## src/log_latency_dial_driver_unit_assert.svh

```systemverilog
// assertion macros, clocked on clk, disabled while arst_n is low
`ifndef LOG_LATENCY_DIAL_DRIVER_UNIT_ASSERT_SVH
`define LOG_LATENCY_DIAL_DRIVER_UNIT_ASSERT_SVH

// condition holds at every edge
`define LLDD_ASSERT_ALWAYS(lbl, cond, msg) \
	lbl: assert property (@(posedge clk) disable iff (!arst_n) (cond)) else $error(msg);

// consequent holds in the cycle after the antecedent
`define LLDD_ASSERT_NEXT(lbl, ante, cons, msg) \
	lbl: assert property (@(posedge clk) disable iff (!arst_n) (ante) |=> (cons)) else $error(msg);

`endif

```

## src/lldd_pkg.sv

```systemverilog
`timescale 1ns / 1ps
`default_nettype none
package lldd_pkg;

	localparam int FRAC_BITS = 16;
	localparam int LAT_W = 32;
	localparam int Y_W = FRAC_BITS + 5;
	localparam int MW = Y_W + 20;
	localparam int S_W = 26;
	localparam int CNT_W = $clog2(S_W);
	localparam int OFF_W = 24;
	localparam int ANG_W = 20;
	localparam int BYTE_W = 8;
	localparam int CFG_IDX_W = 3;
	localparam int CFG_DATA_W = 24;
	localparam int NUM_BYTES = 12;
	localparam int BIDX_W = 4;
	localparam int FILT_SHIFT = 16;

	localparam logic [LAT_W-1:0] ONE_MS = LAT_W'(64'd1 << FRAC_BITS);
	localparam logic [LAT_W-1:0] TENTH_MS = LAT_W'(((64'd1 << FRAC_BITS) + 64'd9) / 64'd10);
	localparam logic [LAT_W-1:0] LAT_MAX = LAT_W'(64'd10000 << FRAC_BITS);
	localparam logic [LAT_W-1:0] KNEE_HIGH = LAT_W'(64'd1000 << FRAC_BITS);
	localparam logic [29:0] INV_LOG2_10 = 30'h268826A1;

	localparam logic [15:0] FILT_KEEP = 16'd64880;
	localparam logic [15:0] FILT_NEW = 16'd655;
	localparam logic [15:0] FILT_HI = 16'd58982;
	localparam logic [15:0] FILT_OLD = 16'd6554;

	localparam logic [1:0] OP_SAMPLE = 2'd0;
	localparam logic [1:0] OP_TICK = 2'd1;
	localparam logic [1:0] OP_TIMEOUT = 2'd2;
	localparam logic [1:0] OP_LINK_DOWN = 2'd3;

	localparam logic [CFG_IDX_W-1:0] REG_FAST_OFFSET = 3'd0;
	localparam logic [CFG_IDX_W-1:0] REG_SLOW_OFFSET = 3'd1;
	localparam logic [CFG_IDX_W-1:0] REG_FULL_TURN = 3'd2;
	localparam logic [CFG_IDX_W-1:0] REG_SHORT_ANGLE = 3'd3;
	localparam logic [CFG_IDX_W-1:0] REG_LONG_ANGLE = 3'd4;
	localparam logic [CFG_IDX_W-1:0] REG_STEP_SIZE = 3'd5;
	localparam logic [CFG_IDX_W-1:0] REG_FAST_DIR = 3'd6;
	localparam logic [CFG_IDX_W-1:0] REG_SLOW_DIR = 3'd7;

	function automatic logic [63:0] log10_fix(input logic [63:0] xin);
		logic [63:0] x;
		logic [63:0] y;
		logic [63:0] z;
		logic [63:0] half;
		logic [63:0] one;
		int i;
		one = 64'd1 << FRAC_BITS;
		x = xin;
		y = 64'd0;
		half = one >> 1;
		if (x < one) begin
			return 64'd0;
		end
		for (i = 0; i < 64; i++) begin
			if (x >= (one << 1)) begin
				x = x >> 1;
				y = y + one;
			end
		end
		z = x;
		for (i = 0; i < FRAC_BITS; i++) begin
			z = (z * z) >> FRAC_BITS;
			if (z >= (one << 1)) begin
				z = z >> 1;
				y = y + half;
			end
			half = half >> 1;
		end
		return (y * 64'(INV_LOG2_10)) >> 31;
	endfunction

	localparam logic [Y_W-1:0] L10_KNEE = Y_W'(log10_fix(64'(KNEE_HIGH)));

	typedef struct packed {
		logic [1:0] operation;
		logic [LAT_W-1:0] sample_q16;
	} in_item_t;

	typedef struct packed {
		logic [BYTE_W-1:0] out_byte;
		logic last;
	} out_item_t;

	typedef struct packed {
		logic [OFF_W-1:0] fast_off;
		logic [OFF_W-1:0] slow_off;
		logic [OFF_W-1:0] full_turn;
		logic [ANG_W-1:0] short_ang;
		logic [ANG_W-1:0] long_ang;
		logic [BYTE_W-1:0] step;
		logic [BYTE_W-1:0] fast_dir;
		logic [BYTE_W-1:0] slow_dir;
	} cfg_t;

	typedef struct packed {
		logic apply;
		logic filt1;
		logic filt2;
		logic load;
		logic norm;
		logic sqr;
		logic l10;
		logic mult;
		logic angle;
		logic mod_step;
		logic mod_last;
		logic dial;
		logic [CNT_W-1:0] cnt;
		logic [BIDX_W-1:0] byte_idx;
	} cmd_t;

	typedef struct packed {
		logic norm_more;
	} stat_t;

	typedef struct packed {
		logic push;
		logic last;
	} emit_t;

endpackage
`default_nettype wire

```

## src/lldd_ctrl.sv

```systemverilog
`timescale 1ns / 1ps
`default_nettype none
module lldd_ctrl import lldd_pkg::*; (
	input wire clk,
	input wire arst_n,
	input wire in_valid,
	input wire [1:0] in_op,
	output logic in_ready,
	input stat_t stat,
	input wire out_free,
	output cmd_t cmd,
	output emit_t emit
);

	typedef enum logic [10:0] {
		ST_IDLE = 11'b00000000001,
		ST_FILT1 = 11'b00000000010,
		ST_FILT2 = 11'b00000000100,
		ST_LOAD = 11'b00000001000,
		ST_NORM = 11'b00000010000,
		ST_SQR = 11'b00000100000,
		ST_L10 = 11'b00001000000,
		ST_MULT = 11'b00010000000,
		ST_ANGLE = 11'b00100000000,
		ST_MOD = 11'b01000000000,
		ST_EMIT = 11'b10000000000
	} state_t;

	state_t st_q, st_d;
	logic [CNT_W-1:0] cnt_q, cnt_d;
	logic dial_q, dial_d;
	logic [BIDX_W-1:0] byte_q, byte_d;
	logic accept;

	assign in_ready = (st_q == ST_IDLE);
	assign accept = in_valid && in_ready;

	always_comb begin
		st_d = st_q;
		cnt_d = cnt_q;
		dial_d = dial_q;
		byte_d = byte_q;
		cmd = '0;
		cmd.dial = dial_q;
		cmd.cnt = cnt_q;
		cmd.byte_idx = byte_q;
		emit.push = 1'b0;
		emit.last = (byte_q == BIDX_W'(NUM_BYTES - 1));
		case (st_q)
			ST_IDLE: begin
				if (accept) begin
					if (in_op == OP_TICK) begin
						st_d = ST_FILT1;
					end else begin
						cmd.apply = 1'b1;
					end
				end
			end
			ST_FILT1: begin
				cmd.filt1 = 1'b1;
				st_d = ST_FILT2;
			end
			ST_FILT2: begin
				cmd.filt2 = 1'b1;
				dial_d = 1'b0;
				st_d = ST_LOAD;
			end
			ST_LOAD: begin
				cmd.load = 1'b1;
				st_d = ST_NORM;
			end
			ST_NORM: begin
				cmd.norm = 1'b1;
				if (!stat.norm_more) begin
					cnt_d = '0;
					st_d = ST_SQR;
				end
			end
			ST_SQR: begin
				cmd.sqr = 1'b1;
				cnt_d = cnt_q + 1'b1;
				if (cnt_q == CNT_W'(FRAC_BITS - 1)) begin
					st_d = ST_L10;
				end
			end
			ST_L10: begin
				cmd.l10 = 1'b1;
				st_d = ST_MULT;
			end
			ST_MULT: begin
				cmd.mult = 1'b1;
				st_d = ST_ANGLE;
			end
			ST_ANGLE: begin
				cmd.angle = 1'b1;
				cnt_d = '0;
				st_d = ST_MOD;
			end
			ST_MOD: begin
				cmd.mod_step = 1'b1;
				cnt_d = cnt_q + 1'b1;
				if (cnt_q == CNT_W'(S_W - 1)) begin
					cmd.mod_last = 1'b1;
					if (dial_q) begin
						byte_d = '0;
						st_d = ST_EMIT;
					end else begin
						dial_d = 1'b1;
						st_d = ST_LOAD;
					end
				end
			end
			ST_EMIT: begin
				if (out_free) begin
					emit.push = 1'b1;
					byte_d = byte_q + 1'b1;
					if (byte_q == BIDX_W'(NUM_BYTES - 1)) begin
						st_d = ST_IDLE;
					end
				end
			end
			default: st_d = ST_IDLE;
		endcase
	end

	always_ff @(posedge clk or negedge arst_n) begin
		if (!arst_n) begin
			st_q <= ST_IDLE;
			cnt_q <= '0;
			dial_q <= 1'b0;
			byte_q <= '0;
		end else begin
			st_q <= st_d;
			cnt_q <= cnt_d;
			dial_q <= dial_d;
			byte_q <= byte_d;
		end
	end

	`include "log_latency_dial_driver_unit_assert.svh"

	`LLDD_ASSERT_ALWAYS(a_no_push_when_ready, !(in_ready && emit.push), "item pushed while idle")
	`LLDD_ASSERT_NEXT(a_tick_starts_filter, accept && in_op == OP_TICK, st_q == ST_FILT1, "tick did not start filter")
	`LLDD_ASSERT_NEXT(a_last_byte_ends, emit.push && emit.last, st_q == ST_IDLE, "command did not end after last byte")
	`LLDD_ASSERT_NEXT(a_slow_after_fast, st_q == ST_MOD && cnt_q == CNT_W'(S_W - 1) && !dial_q, dial_q && st_q == ST_LOAD, "slow dial not started")

endmodule
`default_nettype wire

```

## config.mk

```make
export PLATFORM = sky130hd
export DESIGN_NAME = lldd_ctrl
export DESIGN_NICKNAME = d
export VERILOG_FILES = /design/src/lldd_pkg.sv /design/src/lldd_ctrl.sv
export VERILOG_INCLUDE_DIRS = /design/src /design/src/src
export SDC_FILE = /design/constraint.sdc
export NUM_CORES = 1
export LEC_CHECK = 0
export BUFFER_PORTS_ARGS = -buffer_cell sky130_fd_sc_hd__buf_4
export CAP_MARGIN = 15
export CELL_PAD_IN_SITES_DETAIL_PLACEMENT = 0
export CELL_PAD_IN_SITES_GLOBAL_PLACEMENT = 1
export CORE_MARGIN = 2
export CORE_UTILIZATION = 42
export CTS_CLUSTER_DIAMETER = 80
export DETAILED_ROUTE_END_ITERATION = 8
export PLACE_DENSITY = 0.89
export SLEW_MARGIN = 20
export SYNTH_ARGS = -nofsm -noshare
export SYNTH_HDL_FRONTEND = slang
export SYNTH_SLANG_ARGS = --single-unit
export TNS_END_PERCENT = 20
```

## constraint.sdc

```tcl
create_clock -name clk -period 3.05 [get_ports clk]
set_input_delay 0.1525 -clock clk [delete_from_list [all_inputs] [get_ports clk]]
set_output_delay 0.1525 -clock clk [all_outputs]
set_load 0.05 [all_outputs]
```

After elaboration in Yosys (flattened, before gate mapping)
Index checks and enable logic that the tools add are counted.
{ "word_totals": {"register_bits": 21, "in_bits": 7, "output_inout_bits": 24, "word_cells": 70} }
{ "classes": {"n_addsub": 2, "eq_ne": 23, "n_mux": 32, "n_reduce_logical": 9} }
{ "ops": {"columns": ["operator", "count"], "rows": [
  ["$pmux W11 S11", 1],
  ["$mux W11", 8],
  ["$mux W1", 15],
  ["$pmux W5 S3", 1],
  ["$mux W4", 3],
  ["$ne A2 B2 Y1 const B", 6],
  ["$eq A11 B1 Y1 const B", 1],
  ["$eq A11 B10 Y1 const B", 1],
  ["$eq A11 B11 Y1 const B", 1],
  ["$eq A11 B2 Y1 const B", 1],
  ["$eq A11 B3 Y1 const B", 1],
  ["$eq A11 B4 Y1 const B", 1],
  ["$eq A11 B5 Y1 const B", 1],
  ["$eq A11 B6 Y1 const B", 1],
  ["$eq A11 B7 Y1 const B", 1],
  ["$eq A11 B8 Y1 const B", 1],
  ["$eq A11 B9 Y1 const B", 1],
  ["$pmux W4 S2", 1],
  ["$reduce_and A7 Y1", 1],
  ["$add A5 B1 Y5 const B", 1],
  ["$eq A5 B4 Y1 const B", 1],
  ["$eq A5 B5 Y1 const B", 1],
  ["$mux W5", 1],
  ["$add A4 B1 Y4 const B", 1],
  ["other kinds (11)", 14]
]} }

Logic depth before layout (Yosys ltp)
{ "logic_depth": {"depth_word": 4, "depth_mapped": 7, "ltp_nobuf": 7} }

Worst setup path after synthesis
OpenSTA, ideal clock, no wires.
{ "synth_path": {"kind": "register -> register", "from": "reg st_q[9]", "to": "reg dial_q", "setup_ps": 119, "t_arrival_ps": 2876, "required_ps": 2931, "setup_slack_ps": 55, "path_stages_with_launch": 6, "path_buffers": 1, "period_less_slack_ps": 2995, "cell_sequence": "dfrtp_1 buf_2 nor2_1 nand3_1 nor4_1 o21ba_1"} }
{ "synth_via": {"elab_chain_cells": 3, "elab_cells_between_ends": 6, "classes_between": "eq/ne (3); mux (1); reduce/logical (2)"} }
{ "synth_lines": {"columns": ["item", "line_no", "text"], "rows": [
  ["from (decl)", "lldd_ctrl.sv:29", "state_t st_q, st_d;"],
  ["from (signal assigned)", "lldd_ctrl.sv:133", "st_q <= st_d;"],
  ["$eq A11 B10 Y1 or $eq A11 B3 Y1 (tied branches)", "lldd_ctrl.sv:49", "case (st_q)"],
  ["$ne A2 B2 Y1 (no line) or $reduce_bool A2 Y1 (tied branches)", null, null],
  ["$reduce_and A2 Y1 (no line)", null, null],
  ["to (signal assigned)", "lldd_ctrl.sv:135", "dial_q <= dial_d;"],
  ["to (decl)", "lldd_ctrl.sv:31", "logic dial_q, dial_d;"]
]} }
Parallel ways exist; a longest one is shown, timed or not.
A chain may end at the register's enable or synchronous reset.

==> reports/results.ini <==
[outcome]
outcome=finished clean

[worst_setup_path]
path_depth=4
cp-startpoint=st_q[9]
reg2reg_from=st_q[1]
crit_arrival_ns=2.24
crit_family=simple AND/OR/NAND/NOR gates
crit_buf_inv=1
critPathCaptureType=primary output
crit_required_ns=2.90
critPathCapture=cmd[17]
rrSetupSlack_ns=0.92
r2r_cells=5
max_stage_delay_ns=0.52
critical_path.cell_chain=nor2_1 > nand3_1 > nor4_1 > buf_4
crit_fanout=9
startpoint_type=flip-flop
r2r_end=cnt_q[2]
cp_slowest_cell=nor4_1
path_class=flip-flop to primary output

[power]
power_frac_clock_pct=14.5
p_seq_share_pct=39.0
vdd_drop_max_uv=262
power_mw=0.924
p_leak_nw=0.791
switchingPower_mw=0.398
p_int_mw=0.526
p_per_area_nw_per_um2=588
p_comb_share_pct=46.6
p_sw_share_pct=43.1

[synth]
yosysSeqAreaShare_pct=40.9
async_reset_ff_share_pct=100
synth-main-ff-cell=dfrtp_1
netlist_instances=135
ys_seq_elements=21
synthAdderAreaFrac_pct=3.89
synth_area_per_cell_um2=9.54
synthXorXnorAreaFrac_pct=2.04
muxShareOfSynthArea_pct=1.94
synthesis.nets=146
synth_edf_count=0
ys_warn_count=0
synth_compound_area_share_pct=13.9
synthDistinctLibCells=48
synth_top_family_by_area=simple AND/OR/NAND/NOR gates
synth-simple-area-share_pct=33.4
syn-cell-area_um2=1290

[final_layout]
antennaDiodeCount=0
nNetsFinal=179
synthToLayoutAreaGrowth_pct=22.1
drive_gt1_share_pct=27.5
final_area_um2=1570

[clock_tree]
root_buffer=clkbuf_4
cts_hold_buffers=1
ctsLongestPathBuffers=2
cts_tree=yes
clk_latency_ns=0.30
post-cts-setup-buffer-count=0
htree_levels=1
cts_sinks=21
cts_resized=0
clkTransAtPathRegs_ns=0.12
cts_buffers=3

[floorplan]
die_area_um2=3520
boundaryPins=31
std_cell_rows=20
die_w_um=59.4
start_util_pct=43.2
design.core.area_um2=2980
die_h_um=59.4

[timing]
setup-tns-final_ns=0
finalCriticalPeriod_ns=2.39
period_share_pct=78.3
finalSetupViolations=0
fmax_mhz=418
maxSlewHeadroom_pct=63.8
slew_violations=0
skew_ns=0.00203
hold_viol=0
rsz0062_at_grt=no
tightest_slew_ns=0.538

[grt]
grt_max_degree=22
track_usage_pct=18.5
antenna_found_initial=0
first_global_vias=1084
grt_pass1_wl_mm=5.03
overflow=0

[placement]
portBuffers=30
place_hpwl_mm=2.26
place_area_um2=1530
gp_congestion=0.860

[detailed_routing]
via_count=1144
drtIter0Drc=45
wirelength_mm=2.91
viasPerCell=5.72
ant_nets=0
dr.pass1.iters=4
drcViolationCount=0
wl_per_cell_um=14.6

[job]
cap_violations=0

[hold_path]
hold_path_class=input pin to flip-flop

## worst min path at each step
stage / from / end / slack, ns / depth (start not counted)
global placement: arst_n / cnt_q[3] / 0.05 / 1
detailed placement: arst_n / cnt_q[1] / 0.06 / 1
CTS: stat / st_q[4] / 0.08 / 2
global route: stat / st_q[4] / 0.06 / 2
finish: stat / st_q[4] / 0.09 / 2
floorplan: arst_n / byte_q[0] / -0.14 / 0
## cells in the mapped netlist, types with 2 or more instances
| master | count | share of area [%] |
|---|---|---|
| a211o_1 | 2 | 1.4 |
| a21o_1 | 2 | 1.2 |
| a21oi_1 | 3 | 1.2 |
| a31oi_1 | 2 | 0.97 |
| and2_1 | 2 | 0.97 |
| and3_1 | 4 | 1.9 |
| buf_4 | 2 | 1.2 |
| dfrtp_1 | 20 | 39 |
| ha_1 | 4 | 3.9 |
| inv_1 | 7 | 2.0 |
| nand2_1 | 9 | 2.6 |
| nand2b_1 | 7 | 3.4 |
| nand3_1 | 6 | 2.3 |
| nand4b_1 | 2 | 1.4 |
| nor2_1 | 14 | 4.1 |
| nor2b_1 | 2 | 0.97 |
| nor3_1 | 3 | 1.2 |
| nor3b_1 | 3 | 1.7 |
| nor4_1 | 2 | 0.97 |
| nor4_2 | 2 | 1.9 |
| nor4b_1 | 3 | 2.0 |
| o21ai_1 | 6 | 2.3 |
| or4_4 | 2 | 1.7 |
| xor2_1 | 2 | 1.4 |
## logic make-up after synthesis
logic type	after synthesis
compound gates	25
xor+xnor	3
fa+ha+maj	4
buf+inv	11
flops	21
mux	2
simple gates	69
## per-layer routing
metal	wire length, um	track usage, %	vias up
li1	-	-	559
met3	130	3.06	2
met1	1300	25.4	555
met2	1460	30.6	28
met4	19	3.90	0
met5	0	0	-
## cells in the final DEF, fill, tap and decap left out, types with 2 or more instances in the layout
master,synthesis,routed
buf_4,2,30
and3_1,4,4
or4_4,2,2
a31oi_1,2,2
clkbuf_4,0,3
and2_1,2,2
a21o_1,2,2
nor4_2,2,2
o21ai_1,6,6
nand2_1,9,9
dfrtp_1,20,20
xor2_1,2,2
nand3_1,6,6
nor4_1,2,2
nor2_1,14,14
nand2b_1,7,7
nor2b_1,2,2
inv_1,7,7
nand4b_1,2,2
nor4b_1,3,3
a211o_1,2,2
nor3_1,3,3
ha_1,4,4
nor3b_1,3,3
a21oi_1,3,3
## stage by stage
step | hold WS (ns) | cells | setup WS [ns] | utilization [%]
after floorplan | -0.143 | 135 | 0.0547 | -
after global placement | 0.0546 | 195 | 1.01 | 51.5
after detailed placement | 0.0567 | 195 | 0.967 | 51.5
after CTS | 0.0818 | 200 | 0.690 | 52.8
after global routing | 0.0603 | 200 | 0.475 | 52.8
final | 0.0863 | 200 | 0.660 | 52.8
## power groups by stage
stage	logic, mW	registers, mW	clock network, mW
floorplan	0.287	0.394	0
global placement	0.424	0.361	0
detailed placement	0.429	0.365	0
CTS	0.432	0.359	0.137
global route	0.468	0.366	0.153
finish	0.430	0.360	0.134
## state kept, by name, indices dropped and copies added, names as in the netlist
| register | flops |
|---|---|
| byte_q | 4 |
| st_q | 11 |
| cnt_q | 5 |
| dial_q | 1 |
## final cells by class
type / instances / area (um2)
clock buffers: 3 / 22.5
inverters: 8 / 30.0
clock inverters: 1 / 5.00
repair buffers: 31 / 235
fillers: 276 / 1410
well taps: 33 / 41.3
multi-input cells: 103 / 711
flip-flops and latches: 21 / 527
Note: power is estimated with default switching activity, not from simulation.
